File: config.mk
export PLATFORM = sky130hd
export DESIGN_NAME = expansion_port_shadow_controller
export DESIGN_NICKNAME = d
export VERILOG_FILES = /design/src/sv/epsc_pkg.sv /design/src/sv/epsc_front.sv /design/src/sv/epsc_queue.sv /design/src/sv/epsc_back.sv /design/src/sv/expansion_port_shadow_controller.sv
export VERILOG_INCLUDE_DIRS = /design/src /design/src/sv
export SDC_FILE = /design/constraint.sdc
export NUM_CORES = 1
export LEC_CHECK = 0
export BUFFER_PORTS_ARGS = -buffer_cell sky130_fd_sc_hd__buf_2
export CAP_MARGIN = 30
export CORE_AREA = 2 2 157 189
export CTS_CLUSTER_DIAMETER = 200
export DETAILED_ROUTE_END_ITERATION = 6
export DIE_AREA = 0 0 159 191
export GPL_TIMING_DRIVEN = 0
export PLACE_DENSITY = 0.65
export SLEW_MARGIN = 15
export SYNTH_ARGS = -nofsm -noshare
export SYNTH_HDL_FRONTEND = slang
export SYNTH_SLANG_ARGS = --single-unit
File: constraint.sdc
create_clock -name clk -period 4.07 [get_ports clk]
set_clock_uncertainty 0.2 [all_clocks]
set_input_delay 0.2035 -clock clk [delete_from_list [all_inputs] [get_ports clk]]
set_output_delay 0.2035 -clock clk [all_outputs]
set_load 0.05 [all_outputs]
File: src/sv/expansion_port_shadow_controller_assert.svh
// ---------------------------------------------------------------------------
// Assertion macros for the expansion-port shadow controller
// Shared concurrent-assertion forms, clocked and disabled during reset.
// ---------------------------------------------------------------------------
`ifndef EXPANSION_PORT_SHADOW_CONTROLLER_ASSERT_SVH
`define EXPANSION_PORT_SHADOW_CONTROLLER_ASSERT_SVH

// same-cycle implication
`define EPSC_ASSERT_NOW(label, clk, rst_n, ante, cons) \
	label: assert property (@(posedge clk) disable iff (!(rst_n)) (ante) |-> (cons)) \
		else $error("epsc assertion failed");

// next-cycle implication
`define EPSC_ASSERT_NEXT(label, clk, rst_n, ante, cons) \
	label: assert property (@(posedge clk) disable iff (!(rst_n)) (ante) |=> (cons)) \
		else $error("epsc assertion failed");

`endif

File: src/sv/epsc_pkg.sv
// ---------------------------------------------------------------------------
// epsc_pkg
// Command codes, image constants and the decoded command type.
// ---------------------------------------------------------------------------
`default_nettype none

package epsc_pkg;

	// command codes
	localparam logic [4:0] MODE_INIT      = 5'd0;
	localparam logic [4:0] MODE_DECK      = 5'd1;
	localparam logic [4:0] MODE_DECK_CLR  = 5'd2;
	localparam logic [4:0] MODE_BAR_POS   = 5'd3;
	localparam logic [4:0] MODE_BAR_PCT   = 5'd4;
	localparam logic [4:0] MODE_BAR_BIN   = 5'd5;
	localparam logic [4:0] MODE_HEADLIGHT = 5'd6;
	localparam logic [4:0] MODE_LOAD      = 5'd7;
	localparam logic [4:0] MODE_EN_SERVO  = 5'd8;
	localparam logic [4:0] MODE_EN_IR     = 5'd9;
	localparam logic [4:0] MODE_EN_MAG    = 5'd10;
	localparam logic [4:0] MODE_EN_ACCEL  = 5'd11;
	localparam logic [4:0] MODE_EN_5V     = 5'd12;
	localparam logic [4:0] MODE_MAG_RST   = 5'd13;
	localparam logic [4:0] MODE_RFID_RST  = 5'd14;
	localparam logic [4:0] MODE_NOOP      = 5'd15;

	// deck light sub-commands
	localparam logic [9:0] DECK_OFF    = 10'd1;
	localparam logic [9:0] DECK_TOGGLE = 10'd2;
	localparam logic [9:0] ARG_ENABLE  = 10'd1;

	// image constants
	localparam logic [31:0] IMAGE_RESET = 32'h3400_0000;
	localparam logic [7:0]  DECK_KEEP   = 8'h03;
	localparam logic [7:0]  BAR_LOW_CLR = 8'hFC;

	// bit positions in the image
	localparam logic [4:0] BIT_DECK0   = 5'd18;
	localparam logic [4:0] BIT_SERVO   = 5'd31;
	localparam logic [4:0] BIT_IR      = 5'd30;
	localparam logic [4:0] BIT_RFID    = 5'd29;
	localparam logic [4:0] BIT_MAG_EN  = 5'd27;
	localparam logic [4:0] BIT_MAG_RST = 5'd26;
	localparam logic [4:0] BIT_ACCEL   = 5'd25;
	localparam logic [4:0] BIT_5V      = 5'd24;

	// command queue depth
	localparam int QUEUE_DEPTH = 4;

	// what the back end does with a command
	typedef enum logic [1:0] {
		K_NONE,   // update image only
		K_EMIT,   // update image, emit frame
		K_ERROR,  // emit frame with invalid status
		K_PULSE   // two frames: bit cleared, then set
	} kind_t;

	// decoded command: image' = ((image & and_m) | or_m) ^ xor_m
	// for a pulse, and_m clears the bit and or_m sets it again
	typedef struct packed {
		kind_t       kind;
		logic [31:0] and_m;
		logic [31:0] or_m;
		logic [31:0] xor_m;
	} cmd_t;

	// queue head as seen by the back end
	typedef struct packed {
		logic valid;
		cmd_t cmd;
	} head_t;

endpackage

`default_nettype wire

File: src/sv/epsc_front.sv
// ---------------------------------------------------------------------------
// epsc_front
// Classifies one command into a kind and a set of image masks.
// ---------------------------------------------------------------------------
`default_nettype none

module epsc_front (
	input  wire logic [4:0] mode,
	input  wire logic [2:0] light_index,
	input  wire logic [9:0] arg,
	input  wire logic [1:0] position,
	input  wire logic [2:0] color,
	output epsc_pkg::cmd_t  cmd
);
	import epsc_pkg::*;

	logic [4:0] bit_idx;
	logic [7:0] bar_low;
	logic [1:0] bar_high;
	logic [2:0] p1;
	logic       col_a;
	logic       col_b;
	logic       en_on;

	// headlight corner to the first bit of its pair in byte0
	always_comb begin
		case (position)
			2'd0:    p1 = 3'd2;
			2'd1:    p1 = 3'd0;
			2'd2:    p1 = 3'd6;
			default: p1 = 3'd4;
		endcase
	end

	assign col_a = (color == 3'd1) || (color == 3'd2);
	assign col_b = (color == 3'd2) || (color == 3'd3);
	assign en_on = (arg == ARG_ENABLE);

	// bar segment pattern
	always_comb begin
		bar_low  = 8'h00;
		bar_high = 2'b00;
		case (mode)
			MODE_BAR_POS: begin
				if (arg <= 10'd7) begin
					bar_low = 8'h01 << arg[2:0];
				end else if (arg == 10'd8) begin
					bar_high = 2'b01;
				end else begin
					bar_high = 2'b10;
				end
			end
			MODE_BAR_PCT: begin
				if (arg <= 10'd8) begin
					bar_low = 8'((9'd1 << arg[3:0]) - 9'd1);
				end else if (arg == 10'd9) begin
					bar_low  = 8'hFF;
					bar_high = 2'b01;
				end else begin
					bar_low  = 8'hFF;
					bar_high = 2'b11;
				end
			end
			default: begin
				bar_low  = arg[7:0];
				bar_high = arg[9:8];
			end
		endcase
	end

	// deck light bit, only meaningful for index 0..5
	assign bit_idx = BIT_DECK0 + {2'b00, light_index};

	// mask generation
	always_comb begin
		cmd.kind  = K_NONE;
		cmd.and_m = '1;
		cmd.or_m  = '0;
		cmd.xor_m = '0;
		case (mode)
			MODE_INIT: begin
				cmd.kind  = K_EMIT;
				cmd.and_m = '0;
				cmd.or_m  = IMAGE_RESET;
			end
			MODE_DECK: begin
				if (light_index <= 3'd5) begin
					if (arg == DECK_OFF) begin
						cmd.and_m[bit_idx] = 1'b0;
					end else if (arg == DECK_TOGGLE) begin
						cmd.xor_m[bit_idx] = 1'b1;
					end else begin
						cmd.or_m[bit_idx] = 1'b1;
					end
				end
			end
			MODE_DECK_CLR: begin
				cmd.and_m[23:16] = DECK_KEEP;
			end
			MODE_BAR_POS, MODE_BAR_PCT, MODE_BAR_BIN: begin
				cmd.and_m[15:8]  = 8'h00;
				cmd.and_m[23:16] = BAR_LOW_CLR;
				cmd.or_m[15:8]   = bar_low;
				cmd.or_m[17:16]  = bar_high;
			end
			MODE_HEADLIGHT: begin
				cmd.and_m[p1]        = 1'b0;
				cmd.and_m[p1 + 3'd1] = 1'b0;
				cmd.or_m[p1]         = col_a;
				cmd.or_m[p1 + 3'd1]  = col_b;
			end
			MODE_LOAD: begin
				cmd.kind = K_EMIT;
			end
			MODE_EN_SERVO: begin
				cmd.and_m[BIT_SERVO] = 1'b0;
				cmd.or_m[BIT_SERVO]  = en_on;
			end
			MODE_EN_IR: begin
				cmd.and_m[BIT_IR] = 1'b0;
				cmd.or_m[BIT_IR]  = en_on;
			end
			MODE_EN_MAG: begin
				cmd.and_m[BIT_MAG_EN] = 1'b0;
				cmd.or_m[BIT_MAG_EN]  = en_on;
			end
			MODE_EN_ACCEL: begin
				cmd.and_m[BIT_ACCEL] = 1'b0;
				cmd.or_m[BIT_ACCEL]  = en_on;
			end
			MODE_EN_5V: begin
				// active low supply enable
				cmd.and_m[BIT_5V] = 1'b0;
				cmd.or_m[BIT_5V]  = !en_on;
			end
			MODE_MAG_RST: begin
				cmd.kind                = K_PULSE;
				cmd.and_m[BIT_MAG_RST]  = 1'b0;
				cmd.or_m[BIT_MAG_RST]   = 1'b1;
			end
			MODE_RFID_RST: begin
				cmd.kind             = K_PULSE;
				cmd.and_m[BIT_RFID]  = 1'b0;
				cmd.or_m[BIT_RFID]   = 1'b1;
			end
			MODE_NOOP: begin
				cmd.kind = K_NONE;
			end
			default: begin
				cmd.kind = K_ERROR;
			end
		endcase
	end

endmodule

`default_nettype wire

File: src/sv/epsc_queue.sv
// ---------------------------------------------------------------------------
// epsc_queue
// Short FIFO of decoded commands between the front and back ends.
// ---------------------------------------------------------------------------
`default_nettype none

module epsc_queue #(
	parameter int DEPTH = epsc_pkg::QUEUE_DEPTH
) (
	input  wire logic      clk,
	input  wire logic      arst_n,
	input  wire logic      push,
	input  epsc_pkg::cmd_t wr_cmd,
	output logic           full,
	input  wire logic      pop,
	output epsc_pkg::head_t head
);
	import epsc_pkg::*;

	localparam int PTR_W = (DEPTH > 1) ? $clog2(DEPTH) : 1;
	localparam int CNT_W = $clog2(DEPTH + 1);

	cmd_t             mem_q [DEPTH];
	logic [PTR_W-1:0] wr_ptr_q;
	logic [PTR_W-1:0] rd_ptr_q;
	logic [CNT_W-1:0] count_q;

	assign full       = (count_q == CNT_W'(DEPTH));
	assign head.valid = (count_q != '0);
	assign head.cmd   = mem_q[rd_ptr_q];

	// storage
	always_ff @(posedge clk) begin
		if (push) begin
			mem_q[wr_ptr_q] <= wr_cmd;
		end
	end

	// pointers and fill count
	always_ff @(posedge clk or negedge arst_n) begin
		if (!arst_n) begin
			wr_ptr_q <= '0;
			rd_ptr_q <= '0;
			count_q  <= '0;
		end else begin
			if (push) begin
				wr_ptr_q <= (wr_ptr_q == PTR_W'(DEPTH - 1)) ? '0 : wr_ptr_q + 1'b1;
			end
			if (pop) begin
				rd_ptr_q <= (rd_ptr_q == PTR_W'(DEPTH - 1)) ? '0 : rd_ptr_q + 1'b1;
			end
			if (push && !pop) begin
				count_q <= count_q + 1'b1;
			end else if (pop && !push) begin
				count_q <= count_q - 1'b1;
			end
		end
	end

endmodule

`default_nettype wire

File: src/sv/epsc_back.sv
// ---------------------------------------------------------------------------
// epsc_back
// Applies queued commands to the shadow image and registers result frames.
// ---------------------------------------------------------------------------
`default_nettype none

module epsc_back (
	input  wire logic        clk,
	input  wire logic        arst_n,
	input  epsc_pkg::head_t  head,
	output logic             pop,
	output logic             out_valid,
	input  wire logic        out_stall,
	output logic [31:0]      frame,
	output logic             status,
	output logic             last
);
	import epsc_pkg::*;

	typedef enum logic {
		PH_FIRST,
		PH_SECOND
	} phase_t;

	phase_t      phase_q;
	logic [31:0] image_q;
	logic        out_valid_q;
	logic [31:0] frame_q;
	logic        status_q;
	logic        last_q;

	logic        out_free;
	logic        emits;
	logic        fire;
	logic        pulse_first;
	logic [31:0] next_image;

	assign out_free    = !out_valid_q || !out_stall;
	assign emits       = (head.cmd.kind != K_NONE);
	assign fire        = head.valid && (!emits || out_free);
	assign pulse_first = (head.cmd.kind == K_PULSE) && (phase_q == PH_FIRST);
	// a pulse keeps its queue slot until its second frame
	assign pop         = fire && !pulse_first;

	// read-modify-write of the image; first pulse frame only clears
	assign next_image = ((image_q & head.cmd.and_m) | (pulse_first ? '0 : head.cmd.or_m))
		^ head.cmd.xor_m;

	// image, pulse phase and output register
	always_ff @(posedge clk or negedge arst_n) begin
		if (!arst_n) begin
			phase_q     <= PH_FIRST;
			image_q     <= IMAGE_RESET;
			out_valid_q <= 1'b0;
			frame_q     <= '0;
			status_q    <= 1'b0;
			last_q      <= 1'b0;
		end else begin
			if (fire) begin
				image_q <= next_image;
				if (head.cmd.kind == K_PULSE) begin
					phase_q <= pulse_first ? PH_SECOND : PH_FIRST;
				end
			end
			if (fire && emits) begin
				out_valid_q <= 1'b1;
				frame_q     <= next_image;
				status_q    <= (head.cmd.kind == K_ERROR);
				last_q      <= !pulse_first;
			end else if (!out_stall) begin
				out_valid_q <= 1'b0;
			end
		end
	end

	assign out_valid = out_valid_q;
	assign frame     = frame_q;
	assign status    = status_q;
	assign last      = last_q;

endmodule

`default_nettype wire

File: src/sv/expansion_port_shadow_controller.sv
// ---------------------------------------------------------------------------
// expansion_port_shadow_controller
// Shadow image of the expansion-port shift-register chain, one command per
// transaction, frames out on a valid/stall channel.
// ---------------------------------------------------------------------------
// The block accepts one command per clock while its command queue has room
// and emits frames at one per clock while the output does not stall. A
// command is decoded combinationally into image masks and written to a
// QUEUE_DEPTH-entry queue; the back end retires one queued command per
// cycle, unless the output stalls or a pulse holds the head, by a
// read-modify-write of the 32-bit image. Init, load and invalid commands
// give one frame; magnetometer and RFID reset pulses hold the queue head
// until their second frame and give two frames, the last flag set on the
// second. Silent commands never wait on the output side. Output is registered,
// so a stalled frame does not block intake until the queue fills.
`default_nettype none

module expansion_port_shadow_controller #(
	parameter int QUEUE_DEPTH = epsc_pkg::QUEUE_DEPTH
) (
	input  wire logic        clk,
	input  wire logic        arst_n,
	input  wire logic        in_valid,
	output logic             in_stall,
	input  wire logic [4:0]  mode,
	input  wire logic [2:0]  light_index,
	input  wire logic [9:0]  arg,
	input  wire logic [1:0]  position,
	input  wire logic [2:0]  color,
	output logic             out_valid,
	input  wire logic        out_stall,
	output logic [31:0]      frame,
	output logic             status,
	output logic             last
);
	import epsc_pkg::*;

	cmd_t  dec_cmd;
	head_t q_head;
	logic  q_full;
	logic  q_pop;
	logic  q_push;

	assign in_stall = q_full;
	assign q_push   = in_valid && !q_full;

	// command decode
	epsc_front u_front (
		.mode        (mode),
		.light_index (light_index),
		.arg         (arg),
		.position    (position),
		.color       (color),
		.cmd         (dec_cmd)
	);

	// command queue
	epsc_queue #(
		.DEPTH (QUEUE_DEPTH)
	) u_queue (
		.clk    (clk),
		.arst_n (arst_n),
		.push   (q_push),
		.wr_cmd (dec_cmd),
		.full   (q_full),
		.pop    (q_pop),
		.head   (q_head)
	);

	// image update and frame output
	epsc_back u_back (
		.clk       (clk),
		.arst_n    (arst_n),
		.head      (q_head),
		.pop       (q_pop),
		.out_valid (out_valid),
		.out_stall (out_stall),
		.frame     (frame),
		.status    (status),
		.last      (last)
	);

	// checks
`include "expansion_port_shadow_controller_assert.svh"

	// only a pulse gives a non-final frame, and it is never an error
	`EPSC_ASSERT_NOW(a_first_not_error, clk, arst_n, out_valid && !last, !status)

	// the first pulse frame has its reset bit low
	`EPSC_ASSERT_NOW(a_first_bit_low, clk, arst_n, out_valid && !last,
		!frame[BIT_MAG_RST] || !frame[BIT_RFID])

	// the second pulse frame follows right after the first is taken
	`EPSC_ASSERT_NEXT(a_second_follows, clk, arst_n, out_valid && !last && !out_stall,
		out_valid && last)

endmodule

`default_nettype wire

Word level (Yosys, flattened, before mapping)
Memory sizes are Yosys's and may differ from the RTL's.
Cells that the tools add are included.
{ "classes": {"n_mux": 55, "n_reduce_logical": 40, "eq_ne": 30, "n_shift": 2, "order_cmp": 9, "addsub": 7, "bitwise_logic": 9} }
{ "ops": {"columns": ["cell", "count"], "rows": [
  ["two-way mux 32 bit", 5],
  ["two-way mux 96 bit", 1],
  ["bitwise AND 32 bit", 2],
  ["two-way mux 64 bit", 1],
  ["NOT 8 -> 32 bit", 2],
  ["one-hot mux 1 bit (3 select lines)", 16],
  ["one-hot mux 8 bit (3 select lines)", 2],
  ["equality test 5 x 4 -> 1 bit (second input constant)", 8],
  ["one-hot mux 8 bit (5 select lines)", 1],
  ["bitwise AND 32 x 8 -> 32 bit", 1],
  ["bitwise mux 32 bit", 1],
  ["NOT 32 bit", 1],
  ["OR 32 bit", 1],
  ["one-hot mux 8 bit (2 select lines)", 2],
  ["bitwise XOR 32 bit", 1],
  ["one-hot mux 10 bit (3 select lines)", 1],
  ["equality test 10 x 4 -> 1 bit (second input constant)", 2],
  ["equality test 5 x 3 -> 1 bit (second input constant)", 4],
  ["OR reduction 2 bit", 9],
  ["two-way mux 8 bit", 2],
  ["< comparator 3 x 6 -> 1 bit (second input constant)", 2],
  ["two-way mux 2 bit", 6],
  ["one-hot mux 6 bit (2 select lines)", 1],
  ["OR reduction 12 bit", 1],
  ["41 further kinds", 79]
]} }
{ "totals": {"elab_cells": 162, "n_memories": 1, "out_inout_bits": 36, "ff_bits": 75, "mem_bits_rw": 392, "in_bits": 27} }
{ "mem_list": {"columns": ["memory", "depth", "width", "rd", "rd_ports_with_merged_regs", "write_ports", "line", "rtl"], "rows": [
  ["u_queue.mem_q", 4, 98, 1, 0, 1, "epsc_queue.sv:23", "cmd_t mem_q [DEPTH];"]
]} }

Longest topological paths before layout
{ "logic_depth": {"depth_word": 10, "mapped_depth": 11, "ltp_nobuf": 10} }

By module
Synthesis repeated with hierarchy kept, for this count alone.
{ "hier_totals": {"hier_cells": 1176, "hier_area_um2": 20367.0} }
{ "by_module_without_submodules": {"columns": ["mod", "area_per_inst_um2", "seq_area_each_um2", "cells_per_inst", "n_inst"], "rows": [
  ["epsc_queue", 14656.6, 11946.5, 549, 1],
  ["epsc_back", 4011.3, 1705.4, 356, 1],
  ["epsc_front", 1685.4, 0.0, 270, 1],
  ["expansion_port_shadow_controller", 13.8, 0.0, 1, 1]
]} }

Worst setup path after synthesis
OpenSTA, ideal clock, no wires.
{ "synth_timing": {"path_kind": "register to register", "start": "reg u_queue.count_q[0]", "end": "mem u_queue.mem_q[0][16] in the netlist's numbering (enable)", "setup_time_ps": 572, "path_slack_ps": 445, "path_stages_with_launch": 5, "n_path_buf": 1, "required_time_ps": 3298, "synth_period_minus_slack_ps": 3625, "arrival_ps": 2853, "path_cell_list": "dfrtp_1 > nor3b_1 > nor2b_1 > clkbuf_1 > and2_1"} }
{ "synth_via": {"elab_chain_cells": 5} }
{ "synth_lines": {"columns": ["element", "line", "rtl"], "rows": [
  ["start, declared", "epsc_queue.sv:26", "logic [CNT_W-1:0] count_q;"],
  ["start signal, assigned", "epsc_queue.sv:53", "count_q <= count_q + 1'b1;"],
  ["start signal, assigned", "epsc_queue.sv:55", "count_q <= count_q - 1'b1;"],
  ["equality test 3 bit", "epsc_queue.sv:28", "assign full = (count_q == CNT_W'(DEPTH));"],
  ["named net in_stall", "expansion_port_shadow_controller.sv:24", "output logic in_stall,"],
  ["zero test 1 bit", "expansion_port_shadow_controller.sv:45", "assign q_push = in_valid && !q_full;"],
  ["logical AND 1 bit", "expansion_port_shadow_controller.sv:45", null],
  ["named net q_push", "expansion_port_shadow_controller.sv:42", "logic q_push;"],
  ["two-way mux 1 bit", "epsc_queue.sv:34", "if (push) begin"],
  ["two-way mux 1 bit (implied by the code)", "epsc_queue.sv:35", "mem_q[wr_ptr_q] <= wr_cmd;"],
  ["end, declared", "epsc_queue.sv:23", null]
]} }
The timed path passes the listed nets, and every way through them passes these cells.

Final worst setup path
{ "layout_timing": {"start": "reg u_queue.rd_ptr_q[0]", "end": "reg u_queue.count_q[1]"} }
{ "layout_via": {"elab_chain_cells": 9, "word_cells_on_any_way": 14, "classes_between": "eq/ne: 1; mux: 1; reduce/logical: 11; memory: 1"} }
{ "layout_lines": {"columns": ["element", "line", "rtl"], "rows": [
  ["start, declared", "epsc_queue.sv:25", "logic [PTR_W-1:0] rd_ptr_q;"],
  ["start signal, assigned", "epsc_queue.sv:50", "rd_ptr_q <= (rd_ptr_q == PTR_W'(DEPTH - 1)) ? '0 : rd_ptr_q + 1'b1;"],
  ["memory read (4 x 98 bit) (*)", null, null],
  ["nonzero test 2 bit", "epsc_back.sv:39", "assign emits = (head.cmd.kind != K_NONE);"],
  ["zero test 1 bit", "epsc_back.sv:40", "assign fire = head.valid && (!emits || out_free);"],
  ["logical OR 1 bit", "epsc_back.sv:40", null],
  ["logical AND 1 bit", "epsc_back.sv:40", null],
  ["logical AND 1 bit (*)", "epsc_back.sv:43", "assign pop = fire && !pulse_first;"],
  ["zero test 1 bit", "epsc_queue.sv:52", "if (push && !pop) begin"],
  ["logical AND 1 bit", "epsc_queue.sv:52", null],
  ["two-way mux 3 bit or nonzero test 2 bit (tied branches)", null, null]
]} }
Every way passes the cells marked *; elsewhere a longest branch is shown, timed or not.
A chain may end at the register's enable or synchronous reset.

==> metrics <==
initial antenna violation count=0; worst-case vdd ir drop=0.623 mV; relative slew slack=29.4%; Port Buffers=58; Finished Cell Area=0.0169 mm2; Cell Pwr Density=817 mW/mm2; fmax=334 MHz; DRT antenna net count=0; WP data required=4270 ps; Placed Area=0.0155 mm2; Gate Count Post-Synth=911; type of the worst setup path=flip-flop to flip-flop; via count=8,348; pre-CTS setup slack=1100 ps; clock tree sinks=355; Ports=63; Bufs on Longest Clock Path=3; Total Wirelength=33.2 mm; CTS tree=built; layout cells sized above 1=23.2%; Register Area=0.0103 mm2; CP top delay family=multiplexers; Syn. warnings=0; total power=13.8 mW; die height=191 um; setup repair bufs after CTS=0; initial detailed-routing violation count=734; GR Util All Layers=22.3%; clk_lat worst skew=520 ps; die width=159 um; die area=0.0304 mm2; Buf+Inv Stages, Crit Path=3; status=finished, final reports clean; Seq/Total Area, Yosys=70.4%; post-synthesis sequential element count=355; final worst setup slack=1080 ps; FP Rows=68; Cell variety after synth=60; Hold Crit Class=input port to flip-flop; GRT Residual Overflow=0; CTS Buf Count=38; Slew @ Worst Pin=1050 ps; post-route minimum period=2990 ps; leakage=5.75 nW; Vias/cell=5.82; RSZ-0062 raised after global routing=false; vias in the first global route=8,382; FILL cells=2,260; gpl congestion=0.922; Post-Place Cells=1,359; Syn Area/Cell=16.0 um2; crit path cell chain=buf_6 > mux4_2 > nand3b_4 > buf_4 > nand2_2 > ha_1 > inv_1 > fa_1 > mux2_2; Post-CTS Hold Buffers=7; global-route wire length before repair=50.6 mm; final hold vios=0; largest net degree at the start of global routing=56; n_diodes=0; area of the multi-input gates=0.00404 mm2; Final Core Density=59.1%; Post-DP HPWL=21.3 mm; Synth Flop Type=edfxtp_1; Clock transition at path regs=70 ps; slowest stage cell, crit path=mux4_2; Min Hold Slack=36.6 ps; Pins Over Slew Limit=0; TritonRoute pass-1 iters=5; WL/cell=23.1 um; CP endpoint kind=flip-flop; commonest non-fill, non-tap cells in the layout=280 x edfxtp_1, 88 x nand2_1, 76 x buf_2; remaining routing DRC violations=0; root buf cell=clkbuf_16; EDFF count, synth=280; final-report setup violation count=0; syn_nets=949; Area growth, synth to finish=15.6%; critical path arrival=3190 ps; commonest non-fill, non-tap cell in the layout=edfxtp_1; Max-Cap Viols=0; synthesized cell area=0.0146 mm2; core box area=0.0286 mm2; initial core utilization=51.1%; Crit Path Max Fanout=10; PostCTS Resize Cnt=0; # nets final=1,059; asr flop ratio synth=21.1%; setup TNS=0 ps; startpoint type of the worst setup path=flip-flop; Layout Cells excl Fill=1,435; Max H-tree Level=2; Largest stage delay, worst path=620 ps; fin crit share=73.5%
-- path summary, 6_finish.rpt --
kind / end / slack (ps) / cells past startpoint / start
max in group asynchronous: u_back.image_q[19] / 3060 / 3 / arst_n
max: u_queue.count_q[1] / 1080 / 9 / u_queue.rd_ptr_q[0]
min reg2reg: u_back.image_q[29] / 260 / 2 / u_back.image_q[29]
min in group asynchronous: u_back.image_q[29] / 60 / 2 / arst_n
min: u_queue.mem_q[0][49] / 40 / 3 / arg[9]
max reg2reg: u_queue.count_q[1] / 1080 / 9 / u_queue.rd_ptr_q[0]
-- layout make-up --
cell class	instances	area share [%]
multi-input cells	495	23.9
flip-flops and latches	355	60.9
plain buffers	48	1.44
inverters	13	0.289
well taps	385	2.85
clock buffers	48	6.10
repair buffers	70	2.89
clock inverters	21	1.59
-- Yosys cell counts, drive strengths merged (8+ instances only) --
library cell | count | share of area (%)
nand3 | 13 | 0.48
a22oi | 26 | 1.3
a22o | 8 | 0.48
clkbuf | 19 | 0.49
ha | 10 | 0.86
nand2 | 89 | 2.3
dfrtp | 72 | 12
xor2 | 19 | 1.1
and2 | 14 | 0.63
buf | 29 | 1.2
a21oi | 29 | 0.99
edfxtp | 280 | 58
o21ai | 72 | 2.5
nor2 | 59 | 1.6
nor3 | 9 | 0.39
inv | 13 | 0.33
nor2b | 9 | 0.39
mux4 | 70 | 11
-- worst register-to-register path, cell delays in order, from the launching register on --
cell	delay, ps
dfrtp_1	370
buf_6	160
mux4_2	620
nand3b_4	190
buf_4	220
nand2_2	120
ha_1	240
inv_1	70
fa_1	410
mux2_2	270
-- flip-flops by register name (all words and copies together) (netlist names) --
register / flops
u_back.status: 1
u_queue.wr_ptr_q: 2
u_back.image_q: 32
u_queue.count_q: 3
u_queue.rd_ptr_q: 2
u_back.frame: 32
u_back.last: 1
u_back.phase_q: 1
u_back.out_valid: 1
u_queue.mem_q: 280
-- power breakdown --
group          internal, mW  switching, mW
combinational          1.79           3.06
sequential             5.05          0.346
clock                  2.18           1.37
total                  9.02           4.77
-- layer usage --
metal | vias up | track usage (%) | wire length [um]
met2 | 274 | 39.2 | 17100
li1 | 3742 | - | -
met5 | - | 0 | 0
met3 | 49 | 3.06 | 1730
met4 | 0 | 5.52 | 624
met1 | 4283 | 29.8 | 13800
-- cells by family (layout without fill, tap and decap cells) --
kind of cell    count (synthesis)  after routing  synth area share, %
mux                            74             74                 11.2
fa+ha+maj                      11             11                0.994
compound gates                162            162                 6.77
xor+xnor                       22             22                 1.32
simple gates                  226            226                 7.33
buf+inv                        61            200                 2.00
flops                         355            355                 70.4
Note: power is estimated with default switching activity, not from simulation.
